<file path="src/design/inlp_pkg.sv">
// ----------------------------------------------------------------------------
// inlp_pkg
// Shared types, codes and character helpers for the numeric literal parser.
// ----------------------------------------------------------------------------
package inlp_pkg;

    localparam int CHAR_W             = 7;
    localparam int NOTE_W             = 2;
    localparam int BASE_W             = 2;
    localparam int DIGIT_W            = 5;
    localparam int OUT_VALUE_W        = 16;
    localparam int DEFAULT_VALUE_BITS = 16;

    // Notation codes carried with each character.
    localparam logic [NOTE_W-1:0] NOTATION_INTEL = 2'd0;
    localparam logic [NOTE_W-1:0] NOTATION_HEX   = 2'd1;
    localparam logic [NOTE_W-1:0] NOTATION_BIN   = 2'd2;

    // Reported base codes.
    localparam logic [BASE_W-1:0] BASE_BIN = 2'd0;
    localparam logic [BASE_W-1:0] BASE_OCT = 2'd1;
    localparam logic [BASE_W-1:0] BASE_DEC = 2'd2;
    localparam logic [BASE_W-1:0] BASE_HEX = 2'd3;

    // Suffix letters, upper case.
    localparam logic [CHAR_W-1:0] CH_H = 7'h48;
    localparam logic [CHAR_W-1:0] CH_D = 7'h44;
    localparam logic [CHAR_W-1:0] CH_O = 7'h4F;
    localparam logic [CHAR_W-1:0] CH_Q = 7'h51;
    localparam logic [CHAR_W-1:0] CH_B = 7'h42;

    localparam logic [CHAR_W-1:0] CH_0     = 7'h30;
    localparam logic [CHAR_W-1:0] CH_9     = 7'h39;
    localparam logic [CHAR_W-1:0] CH_UP_A  = 7'h41;
    localparam logic [CHAR_W-1:0] CH_UP_F  = 7'h46;
    localparam logic [CHAR_W-1:0] CH_LO_A  = 7'h61;
    localparam logic [CHAR_W-1:0] CH_LO_Z  = 7'h7A;
    localparam logic [CHAR_W-1:0] CASE_GAP = 7'h20;

    // Digit code meaning "not 0-9 or A-F".
    localparam logic [DIGIT_W-1:0] DIGIT_BAD = 5'd16;

    typedef struct packed {
        logic over_bin;
        logic over_oct;
        logic over_dec;
        logic non_digit;
    } t_flags;

    function automatic logic [CHAR_W-1:0] to_upper7(input logic [CHAR_W-1:0] c);
        logic [CHAR_W-1:0] u;
        u = c;
        if (c >= CH_LO_A && c <= CH_LO_Z) begin
            u = c - CASE_GAP;
        end
        return u;
    endfunction

    function automatic logic [DIGIT_W-1:0] digit_of(input logic [CHAR_W-1:0] u);
        logic [DIGIT_W-1:0] d;
        logic [CHAR_W-1:0]  diff;
        d    = DIGIT_BAD;
        diff = '0;
        if (u >= CH_0 && u <= CH_9) begin
            diff = u - CH_0;
            d    = diff[DIGIT_W-1:0];
        end else if (u >= CH_UP_A && u <= CH_UP_F) begin
            diff = u - CH_UP_A;
            d    = diff[DIGIT_W-1:0] + 5'd10;
        end
        return d;
    endfunction

endpackage

</file>
<file path="src/design/inlp_fold.sv">
// ----------------------------------------------------------------------------
// inlp_fold
// Folds one upper-case character into the four running accumulators and the
// error flags. Purely combinational; multiplies are constant shifts and adds.
// ----------------------------------------------------------------------------
module inlp_fold #(
    parameter int VALUE_BITS = inlp_pkg::DEFAULT_VALUE_BITS
) (
    input  logic [VALUE_BITS-1:0]      i_acc_bin,
    input  logic [VALUE_BITS-1:0]      i_acc_oct,
    input  logic [VALUE_BITS-1:0]      i_acc_dec,
    input  logic [VALUE_BITS-1:0]      i_acc_hex,
    input  inlp_pkg::t_flags           i_flags,
    input  logic [inlp_pkg::CHAR_W-1:0] i_char,
    output logic [VALUE_BITS-1:0]      o_acc_bin,
    output logic [VALUE_BITS-1:0]      o_acc_oct,
    output logic [VALUE_BITS-1:0]      o_acc_dec,
    output logic [VALUE_BITS-1:0]      o_acc_hex,
    output inlp_pkg::t_flags           o_flags
);
    import inlp_pkg::*;

    logic [DIGIT_W-1:0]    digit;
    logic                  bad;
    logic                  ok_bin;
    logic                  ok_oct;
    logic                  ok_dec;
    logic [VALUE_BITS-1:0] digit_ext;
    logic [VALUE_BITS-1:0] add_bin;
    logic [VALUE_BITS-1:0] add_oct;
    logic [VALUE_BITS-1:0] add_dec;
    logic [VALUE_BITS-1:0] add_hex;

    always_comb begin
        digit     = digit_of(i_char);
        bad       = digit[DIGIT_W-1];
        ok_bin    = digit < 5'd2;
        ok_oct    = digit < 5'd8;
        ok_dec    = digit < 5'd10;
        digit_ext = VALUE_BITS'(digit[DIGIT_W-2:0]);

        // A bad character adds zero everywhere and is not range checked.
        add_bin = ok_bin ? digit_ext : '0;
        add_oct = ok_oct ? digit_ext : '0;
        add_dec = ok_dec ? digit_ext : '0;
        add_hex = bad ? '0 : digit_ext;

        o_acc_bin = (i_acc_bin << 1) + add_bin;
        o_acc_oct = (i_acc_oct << 3) + add_oct;
        o_acc_dec = (i_acc_dec << 3) + (i_acc_dec << 1) + add_dec;
        o_acc_hex = (i_acc_hex << 4) + add_hex;

        o_flags.over_bin  = i_flags.over_bin | (!bad && !ok_bin);
        o_flags.over_oct  = i_flags.over_oct | (!bad && !ok_oct);
        o_flags.over_dec  = i_flags.over_dec | (!bad && !ok_dec);
        o_flags.non_digit = i_flags.non_digit | bad;
    end

endmodule

</file>
<file path="src/design/intel_number_literal_parser_core.sv">
// ----------------------------------------------------------------------------
// intel_number_literal_parser_core
// Parses Intel-style numeric tokens (suffix, hex prefix or binary prefix
// notation) streamed one character per beat and emits one result per token.
// ----------------------------------------------------------------------------
// A token's last character passes through the input register and then the result register before its result beat.
// Throughput: one character per cycle; the only stall is a waiting result
// register when a token ends, so the rate is set by the output handshake.
// Reset (synchronous, active low) empties both pipeline registers and clears
// the accumulators, flags and held character.
// ----------------------------------------------------------------------------
module intel_number_literal_parser_core #(
    parameter int VALUE_BITS = inlp_pkg::DEFAULT_VALUE_BITS
) (
    input  logic        i_clk,
    input  logic        i_rst_n,
    // Character beats.
    input  logic        i_s_tvalid,
    output logic        o_s_tready,
    input  logic [7:0]  i_s_tdata,   // [6:0] char_code, [7] zero
    input  logic [1:0]  i_s_tuser,   // [1:0] notation
    input  logic        i_s_tlast,   // is_last
    // Result beats.
    output logic        o_m_tvalid,
    input  logic        i_m_tready,
    output logic [23:0] o_m_tdata,   // [15:0] number_value, [16] bad_char,
                                     // [17] digit_too_large, [23:18] zero
    output logic [1:0]  o_m_tuser    // [1:0] base_code
);
    import inlp_pkg::*;

    // Input register.
    logic              r_in_valid;
    logic [CHAR_W-1:0] r_in_char;
    logic [NOTE_W-1:0] r_in_note;
    logic              r_in_last;

    // Token state.
    logic [VALUE_BITS-1:0] r_acc_bin, r_acc_oct, r_acc_dec, r_acc_hex;
    t_flags                r_flags;
    logic [CHAR_W-1:0]     r_held_char;
    logic                  r_held_valid;

    // Result register.
    logic                   r_out_valid;
    logic [OUT_VALUE_W-1:0] r_out_value;
    logic [BASE_W-1:0]      r_out_base;
    logic                   r_out_bad;
    logic                   r_out_over;

    logic [VALUE_BITS-1:0] a1_bin, a1_oct, a1_dec, a1_hex;
    logic [VALUE_BITS-1:0] s1_bin, s1_oct, s1_dec, s1_hex;
    logic [VALUE_BITS-1:0] a2_bin, a2_oct, a2_dec, a2_hex;
    logic [VALUE_BITS-1:0] f_bin, f_oct, f_dec, f_hex;
    logic [VALUE_BITS-1:0] sel_acc;
    logic [VALUE_BITS+OUT_VALUE_W-1:0] sel_wide;
    t_flags                a1_flags, s1_flags, a2_flags, f_flags;
    logic [CHAR_W-1:0]     upper;
    logic                  fold_last;
    logic [BASE_W-1:0]     base;
    logic                  sel_over;
    logic                  out_free;
    logic                  proc_fire;
    logic                  in_fire;

    // First fold: the held character from the previous beat.
    inlp_fold #(.VALUE_BITS(VALUE_BITS)) u_fold_held (
        .i_acc_bin (r_acc_bin),
        .i_acc_oct (r_acc_oct),
        .i_acc_dec (r_acc_dec),
        .i_acc_hex (r_acc_hex),
        .i_flags   (r_flags),
        .i_char    (r_held_char),
        .o_acc_bin (a1_bin),
        .o_acc_oct (a1_oct),
        .o_acc_dec (a1_dec),
        .o_acc_hex (a1_hex),
        .o_flags   (a1_flags)
    );

    // Second fold: the last character, when it turns out to be a digit.
    inlp_fold #(.VALUE_BITS(VALUE_BITS)) u_fold_last (
        .i_acc_bin (s1_bin),
        .i_acc_oct (s1_oct),
        .i_acc_dec (s1_dec),
        .i_acc_hex (s1_hex),
        .i_flags   (s1_flags),
        .i_char    (upper),
        .o_acc_bin (a2_bin),
        .o_acc_oct (a2_oct),
        .o_acc_dec (a2_dec),
        .o_acc_hex (a2_hex),
        .o_flags   (a2_flags)
    );

    always_comb begin
        upper  = to_upper7(r_in_char);
        s1_bin = r_held_valid ? a1_bin : r_acc_bin;
        s1_oct = r_held_valid ? a1_oct : r_acc_oct;
        s1_dec = r_held_valid ? a1_dec : r_acc_dec;
        s1_hex = r_held_valid ? a1_hex : r_acc_hex;
        s1_flags = r_held_valid ? a1_flags : r_flags;

        fold_last = 1'b1;
        base      = BASE_DEC;
        case (r_in_note)
            NOTATION_HEX: base = BASE_HEX;
            NOTATION_BIN: base = BASE_BIN;
            default: begin
                // Intel notation: a trailing suffix letter picks the base.
                if (upper == CH_H) begin
                    fold_last = 1'b0;
                    base      = BASE_HEX;
                end else if (upper == CH_D) begin
                    fold_last = 1'b0;
                    base      = BASE_DEC;
                end else if (upper == CH_O || upper == CH_Q) begin
                    fold_last = 1'b0;
                    base      = BASE_OCT;
                end else if (upper == CH_B) begin
                    fold_last = 1'b0;
                    base      = BASE_BIN;
                end
            end
        endcase

        f_bin   = fold_last ? a2_bin : s1_bin;
        f_oct   = fold_last ? a2_oct : s1_oct;
        f_dec   = fold_last ? a2_dec : s1_dec;
        f_hex   = fold_last ? a2_hex : s1_hex;
        f_flags = fold_last ? a2_flags : s1_flags;

        case (base)
            BASE_BIN: begin
                sel_acc  = f_bin;
                sel_over = f_flags.over_bin;
            end
            BASE_OCT: begin
                sel_acc  = f_oct;
                sel_over = f_flags.over_oct;
            end
            BASE_DEC: begin
                sel_acc  = f_dec;
                sel_over = f_flags.over_dec;
            end
            default: begin
                sel_acc  = f_hex;
                sel_over = 1'b0;
            end
        endcase
        sel_wide = {{OUT_VALUE_W{1'b0}}, sel_acc};
    end

    // A non-final character never needs the result register.
    assign out_free   = !r_out_valid || i_m_tready;
    assign proc_fire  = r_in_valid && (!r_in_last || out_free);
    assign o_s_tready = !r_in_valid || proc_fire;
    assign in_fire    = i_s_tvalid && o_s_tready;

    always_ff @(posedge i_clk) begin
        if (!i_rst_n) begin
            r_in_valid <= 1'b0;
        end else if (o_s_tready) begin
            r_in_valid <= i_s_tvalid;
        end
    end

    always_ff @(posedge i_clk) begin
        if (in_fire) begin
            r_in_char <= i_s_tdata[CHAR_W-1:0];
            r_in_note <= i_s_tuser;
            r_in_last <= i_s_tlast;
        end
    end

    always_ff @(posedge i_clk) begin
        if (!i_rst_n) begin
            r_acc_bin    <= '0;
            r_acc_oct    <= '0;
            r_acc_dec    <= '0;
            r_acc_hex    <= '0;
            r_flags      <= '0;
            r_held_char  <= '0;
            r_held_valid <= 1'b0;
        end else if (proc_fire) begin
            if (r_in_last) begin
                r_acc_bin    <= '0;
                r_acc_oct    <= '0;
                r_acc_dec    <= '0;
                r_acc_hex    <= '0;
                r_flags      <= '0;
                r_held_char  <= '0;
                r_held_valid <= 1'b0;
            end else begin
                r_acc_bin    <= s1_bin;
                r_acc_oct    <= s1_oct;
                r_acc_dec    <= s1_dec;
                r_acc_hex    <= s1_hex;
                r_flags      <= s1_flags;
                r_held_char  <= upper;
                r_held_valid <= 1'b1;
            end
        end
    end

    always_ff @(posedge i_clk) begin
        if (!i_rst_n) begin
            r_out_valid <= 1'b0;
        end else if (proc_fire && r_in_last) begin
            r_out_valid <= 1'b1;
        end else if (i_m_tready) begin
            r_out_valid <= 1'b0;
        end
    end

    always_ff @(posedge i_clk) begin
        if (proc_fire && r_in_last) begin
            r_out_value <= sel_wide[OUT_VALUE_W-1:0];
            r_out_base  <= base;
            r_out_bad   <= f_flags.non_digit;
            r_out_over  <= sel_over;
        end
    end

    assign o_m_tvalid = r_out_valid;
    assign o_m_tdata  = {6'b0, r_out_over, r_out_bad, r_out_value};
    assign o_m_tuser  = r_out_base;

endmodule

</file>
<file path="config.mk">
export PLATFORM = sky130hd
export DESIGN_NAME = intel_number_literal_parser_core
export DESIGN_NICKNAME = d
export VERILOG_FILES = /design/src/design/inlp_pkg.sv /design/src/design/inlp_fold.sv /design/src/design/intel_number_literal_parser_core.sv
export SDC_FILE = /design/constraint.sdc
export NUM_CORES = 1
export LEC_CHECK = 0
export BUFFER_PORTS_ARGS = -buffer_cell sky130_fd_sc_hd__buf_4
export CELL_PAD_IN_SITES_DETAIL_PLACEMENT = 1
export CELL_PAD_IN_SITES_GLOBAL_PLACEMENT = 1
export CORE_ASPECT_RATIO = 1.2
export CORE_MARGIN = 2
export CORE_UTILIZATION = 31
export CTS_CLUSTER_DIAMETER = 60
export DETAILED_ROUTE_END_ITERATION = 6
export GPL_TIMING_DRIVEN = 0
export MAX_ROUTING_LAYER = met4
export PLACE_DENSITY = 0.67
export SETUP_SLACK_MARGIN = 0.02
export SLEW_MARGIN = 5
export SYNTH_ARGS = -nofsm -noshare
export SYNTH_HDL_FRONTEND = slang
export SYNTH_HIERARCHICAL = 1
export SYNTH_SLANG_ARGS = --single-unit
</file>
<file path="constraint.sdc">
create_clock -name i_clk -period 9.55 [get_ports i_clk]
set_clock_uncertainty 0.05 [all_clocks]
set_input_delay 1.91 -clock i_clk [delete_from_list [all_inputs] [get_ports i_clk]]
set_output_delay 1.91 -clock i_clk [all_outputs]
set_load 0.05 [all_outputs]
</file>
==> impl_metrics.py, run 1 <==
metrics = {
    "outcome": {
        "outcome": "complete, but fails checks",
        "violations": "DRC",
    },
    "clock_network": {
        "root_buffer": "clkbuf_16",
        "cts_inserted_buffers": 9,
        "htree_levels": 3,
        "cts_sinks": 108,
        "postCtsSetupBuffers": 0,
        "clk_latency_ns": 0.38,
        "hold_buffers": 0,
        "post_cts_resized": 0,
        "clkTransAtPathRegs_ns": 0.08,
        "cts_tree": "yes",
        "cts_buffer_depth": 2,
    },
    "routing": {
        "wirelength_mm": 32.2,
        "via_per_inst": 5.37,
        "drc": 1,
        "drt_iter0_drc": 456,
        "drt_pass1_iterations": 6,
        "wl_per_cell_um": 19.7,
        "route.vias.total": 8762,
        "drtAntennaViolNets": 0,
    },
    "worst_setup_path": {
        "critPathTopFamily": "compound AO/OA/AOI/OAI gates",
        "cp-start-kind": "flip-flop",
        "crit_slowest_cell": "or4b_4",
        "crit_type": "flip-flop to flip-flop",
        "path_max_fanout": 10,
        "arrival_ns": 7.04,
        "endpoint_kind": "flip-flop",
        "critPathMaxStageDelay_ns": 0.58,
        "crit_chain": "or4b_4, a311oi_4, o22ai_1, or2_1, fa_1, inv_1, ha_1, a211oi_1, o21a_1, o21ai_0, nand2_1, xnor2_1, mux2_2, ha_1, ha_1, clkbuf_1, nand2_1, o21ai_0, a21oi_1, nor2b_1, xnor2_1, mux2i_1, o22a_1, a31oi_1",
        "critPathBufInv": 2,
        "required_ns": 9.61,
        "cp_common_cell": "ha_1",
    },
    "synth": {
        "syn_avg_cell_area_um2": 8.51,
        "netlist_instances": 1166,
        "yosys_warnings": 6,
        "syn_area_um2": 9920,
    },
    "grt": {
        "use_met2_pct": 35.6,
        "grt_usage_pct": 20.2,
        "grt_use_met3_pct": 2.43,
        "top_usage_layer": "met2",
        "grt_overflow": 0,
        "grt_pass1_wl_mm": 51.1,
        "grt_use_met1_pct": 24.4,
        "grt_max_degree": 17,
        "grt_pass1_vias": 8830,
        "antenna_found_initial": 0,
    },
    "sta": {
        "hold-worst-slack_ns": 0.411,
        "period_needed_ns": 6.98,
        "setup_viol": 0,
        "rsz0062_at_grt": "false",
        "worst_pin_slew_ns": 1.01,
        "layout_setup_ws_ns": 2.57,
        "hold_violations": 0,
        "finalMaxSlewViolations": 0,
        "tns_ns": 0,
        "timing.final.crit_share_pct": 73.1,
        "clock.fmax_ghz": 0.143,
        "relSlewSlack_pct": 32.4,
    },
    "power": {
        "power.density_nw_per_um2": 97.9,
        "power_mw": 1.08,
        "vdd_drop_max_v": 0.0000726,
        "power.leakage_nw": 4.54,
    },
    "die": {
        "die_h_um": 200,
        "initial_core_util_pct": 31.5,
        "rows": 71,
        "die_area_um2": 33500,
        "fp.coreArea_um2": 31400,
        "die_w_um": 167,
        "io_pins": 43,
    },
    "cells_and_area": {
        "area_growth_pct": 11.5,
        "fin_nets": 1316,
        "drive_gt1_share_pct": 14.8,
        "utilization_pct": 35.2,
        "num_antenna_cells": 0,
    },
    "place": {
        "gp_congestion": 0.876,
        "port-buffer-count": 34,
        "place_ws_ns": 2.68,
        "hpwl_mm": 25.6,
    },
    "worst_hold_path": {
        "hold_class": "flip-flop to flip-flop",
    },
    "job": {
        "cap_violations": 0,
    },
}
report_power, final:
| group | total [mW] | internal (mW) | switching (mW) |
|---|---|---|---|
| Clock | 0.416 | 0.227 | 0.189 |
| Combinational | 0.178 | 0.0595 | 0.119 |
| Sequential | 0.488 | 0.480 | 0.00802 |
sequential cells by signal, summed over array words and instances, names as in the netlist:
register      cells
r_acc_bin        16
r_acc_dec        16
r_acc_hex        16
r_acc_oct        16
r_out_value      16
r_held_char       7
r_in_char         7
r_flags           4
o_m_tuser         2
r_in_note         2
o_m_tvalid        1
r_held_valid      1
r_in_last         1
r_in_valid        1
r_out_bad         1
r_out_over        1
layout by cell type, fill, tap and decap left out, drive strengths merged, types with 12 or more instances in the layout:
master,count
nor3,31
a21oi,53
a31oi,22
conb,16
buf,96
o211ai,22
a21o,12
xor2,21
inv,50
nand3,76
dfxtp,78
a21boi,57
and3,25
clkbuf,54
a2111oi,17
mux2,51
ha,70
nand2,111
mux2i,53
xnor2,50
nor2,41
o22a,17
o21ai,22
nor2b,53
edfxtp,30
final cells by class:
type                       instances  area [µm²]
buffer                           102         579
clock buffer                      13         272
clock inverter                     3        42.5
fill                            3827       20400
inverter                          50         188
multi-input combinational        919        6740
sequential                       108        2460
tap                              401         502
timing repair buffer              35         270
metal layers:
metal  share of wire [%]  wire, µm
met2                  50     16100
met4                 2.3       741
met5                   0         0
met3                 2.7       867
met1                  45     14400
tightest hold or removal path, cell delays in order (launching register included):
cell and delay [ns]:
dfxtp_1 0.31, nand2_1 0.05, a21boi_0 0.06
final timing paths:
kind,startpoint,endpoint,slack (ns),cells past startpoint
setup / recovery,r_held_char[3]$_SDFFE_PN0P_,r_out_value[11]$_DFFE_PP_,2.57,24
hold / removal,r_acc_hex[13]$_SDFFE_PN0P_,r_acc_hex[13]$_SDFFE_PN0P_,0.41,2
setup reg to reg,r_held_char[3]$_SDFFE_PN0P_,r_out_value[11]$_DFFE_PP_,2.57,24
hold reg to reg,r_acc_hex[13]$_SDFFE_PN0P_,r_acc_hex[13]$_SDFFE_PN0P_,0.41,2
per-stage QoR:
stage | cells | instance area [µm²]
after CTS | 1631 | 11100
after global placement | 1614 | 10700
after floorplan | 1179 | 9970
final | 1631 | 11100
after global routing | 1631 | 11100
after detailed placement | 1615 | 10700
Note: power is estimated with default switching activity, not from simulation.
==> run 2, diff against run 1 <==
clock period = 6.9 ns   (was 9.55 ns; I/O delays follow)
==> run 2 against run 1 <==
The flow still finishes with violations (DRC). Final cell count barely moved. Via count fell by 0.42%. Power increased by 39%. Hold slack hardly changed. Die area unchanged. Maximum frequency up 5.8%. Worst setup slack worse by 2.3 ns. Critical path depth fell by 1. Combinational power up 39%. Routed wire length up 0.28%. Non-clock buffer count increased by 1. Largest cell class unchanged.
==> impl_metrics.py, run 2 (same netlist as run 1, synthesis figures left out) <==
metrics = {
    "outcome": {
        "outcome": "complete, but fails checks",
        "violations": "DRC",
    },
    "clock_network": {
        "cts_inserted_buffers": 9,
        "root_buffer": "clkbuf_16",
        "cts_sinks": 108,
        "htree_levels": 3,
        "clk_latency_ns": 0.38,
        "cts_tree": "yes",
        "cts_buffer_depth": 2,
        "clkTransAtPathRegs_ns": 0.08,
    },
    "sta": {
        "layout_setup_ws_ns": 0.298,
        "setup_viol": 0,
        "finalMaxSlewViolations": 0,
        "period_needed_ns": 6.60,
        "hold_violations": 0,
        "worst_pin_slew_ns": 1.01,
        "timing.final.crit_share_pct": 95.7,
        "relSlewSlack_pct": 32.3,
        "clock.fmax_ghz": 0.151,
    },
    "power": {
        "combPwrFrac_pct": 16.5,
        "vdd_drop_max_v": 0.000101,
        "power_switching_uw": 439,
        "pwr-share-seq_pct": 45.0,
        "power.leakage_nw": 4.55,
        "p_clk_share_pct": 38.5,
        "power.density_nw_per_um2": 135,
        "switching_share_pct": 29.3,
        "power.internal_mw": 1.06,
    },
    "die": {
        "die_w_um": 167,
        "fp.coreArea_um2": 31400,
        "initial_core_util_pct": 31.5,
        "io_pins": 43,
        "die_area_um2": 33500,
        "die_h_um": 200,
        "rows": 71,
    },
    "cells_and_area": {
        "fin_nets": 1317,
        "final_common_cell": "nand2_1",
        "drive_gt1_share_pct": 15.5,
        "final_cells": 1632,
        "stdcell_area_um2": 11100,
        "num_antenna_cells": 0,
        "final_cell_mix": "111 x nand2_1, 76 x nand3_1, 75 x dfxtp_1",
        "utilization_pct": 35.3,
        "area_growth_pct": 11.8,
    },
    "worst_hold_path": {
        "hold_class": "flip-flop to flip-flop",
    },
    "worst_setup_path": {
        "crit_type": "flip-flop to flip-flop",
        "endpoint_kind": "flip-flop",
        "arrival_ns": 6.66,
        "path_max_fanout": 9,
        "required_ns": 6.96,
        "critPathMaxStageDelay_ns": 0.56,
        "cp-start-kind": "flip-flop",
        "crit_slowest_cell": "or4b_4",
        "crit_chain": "or4b_4, a311oi_4, o22ai_2, or2_1, fa_1, inv_1, ha_1, a211oi_2, o21a_1, o21ai_0, a31oi_1, xnor2_1, mux2_2, ha_1, ha_1, and3_1, a31oi_1, o21ai_0, a21oi_1, xnor2_1, mux2i_1, o22a_1, a31oi_1",
    },
    "grt": {
        "grt_pass1_wl_mm": 51.2,
        "antenna_found_initial": 0,
        "grt_overflow": 0,
        "grt_pass1_vias": 8838,
        "grt_usage_pct": 20.3,
        "grt_max_degree": 17,
    },
    "routing": {
        "drc": 1,
        "drt_pass1_iterations": 6,
        "drtAntennaViolNets": 0,
        "wirelength_mm": 32.3,
        "wl_per_cell_um": 19.8,
        "via_per_inst": 5.35,
        "drt_iter0_drc": 439,
        "route.vias.total": 8725,
    },
    "place": {
        "port-buffer-count": 34,
        "placed_cell_area_um2": 10700,
        "place_inst": 1615,
        "place_ws_ns": 0.0313,
        "gp_congestion": 0.876,
        "hpwl_mm": 25.6,
    },
    "job": {
        "cap_violations": 0,
    },
}
## run 2: changes by cell type in the layout (fill, tap and decap cells not counted), sizes merged
cell and delta:
buf +2, clkbuf -1
## run 2: area by class of cell
type,instances,area [µm²]
Tap cell,401,502
Multi-Input combinational cell,919,6760
Timing Repair Buffer,37,285
Clock buffer,13,272
Buffer,101,576
Clock inverter,3,42.5
Inverter,50,188
Fill cell,3828,20400
Sequential cell,108,2470
## run 2: worst max-delay path: cells and delay by family (launching register included)
family,cells,cell delay [ns]
xor gates and xnor gates,2,0.27
AOI/OAI and AO/OA,11,2.23
muxes,2,0.63
and+or+nand+nor,3,1.10
buffers and inverters,1,0.06
adders and majority gates,4,1.57
DFF,1,0.38
## run 2: repair_timing
item                                    CTS  global route
pin swaps                                 1             3
setup buffers                             1             1
hold buffers                              0             0
endpoints found under the setup margin    4             5
gates resized for setup                   2             7
## run 2: power by group through the flow
stage / Combinational [mW] / Sequential, mW / Clock, mW
finish: 0.248 / 0.675 / 0.578
global placement: 0.241 / 0.690 / 0
global route: 0.266 / 0.677 / 0.615
floorplan: 0.155 / 0.701 / 0
CTS: 0.246 / 0.675 / 0.592
detailed placement: 0.245 / 0.690 / 0
## run 2: path summary, 6_finish.rpt
kind                               start                          to  slack [ns]  depth (start not counted)
max reg2reg  r_held_char[3]$_SDFFE_PN0P_   r_out_value[14]$_DFFE_PP_        0.30                         23
max          r_held_char[3]$_SDFFE_PN0P_   r_out_value[14]$_DFFE_PP_        0.30                         23
min reg2reg   r_acc_hex[13]$_SDFFE_PN0P_  r_acc_hex[13]$_SDFFE_PN0P_        0.41                          2
min           r_acc_hex[13]$_SDFFE_PN0P_  r_acc_hex[13]$_SDFFE_PN0P_        0.41                          2
## run 2: routing by layer
layer	GRT usage, %	wire length (µm)
met1	24.4	14600
met5	-	0
met4	6.09	764
met3	2.43	774
met2	35.6	16200
## run 2: through the flow
step / TNS (ns) / hold WS, ns / total power [mW]
after floorplan: 0 / 0.388 / 0.856
after global placement: 0 / 0.400 / 0.931
after detailed placement: 0 / 0.410 / 0.935
after CTS: 0 / 0.420 / 1.51
after global routing: -0.0264 / 0.441 / 1.56
final: 0 / 0.411 / 1.50
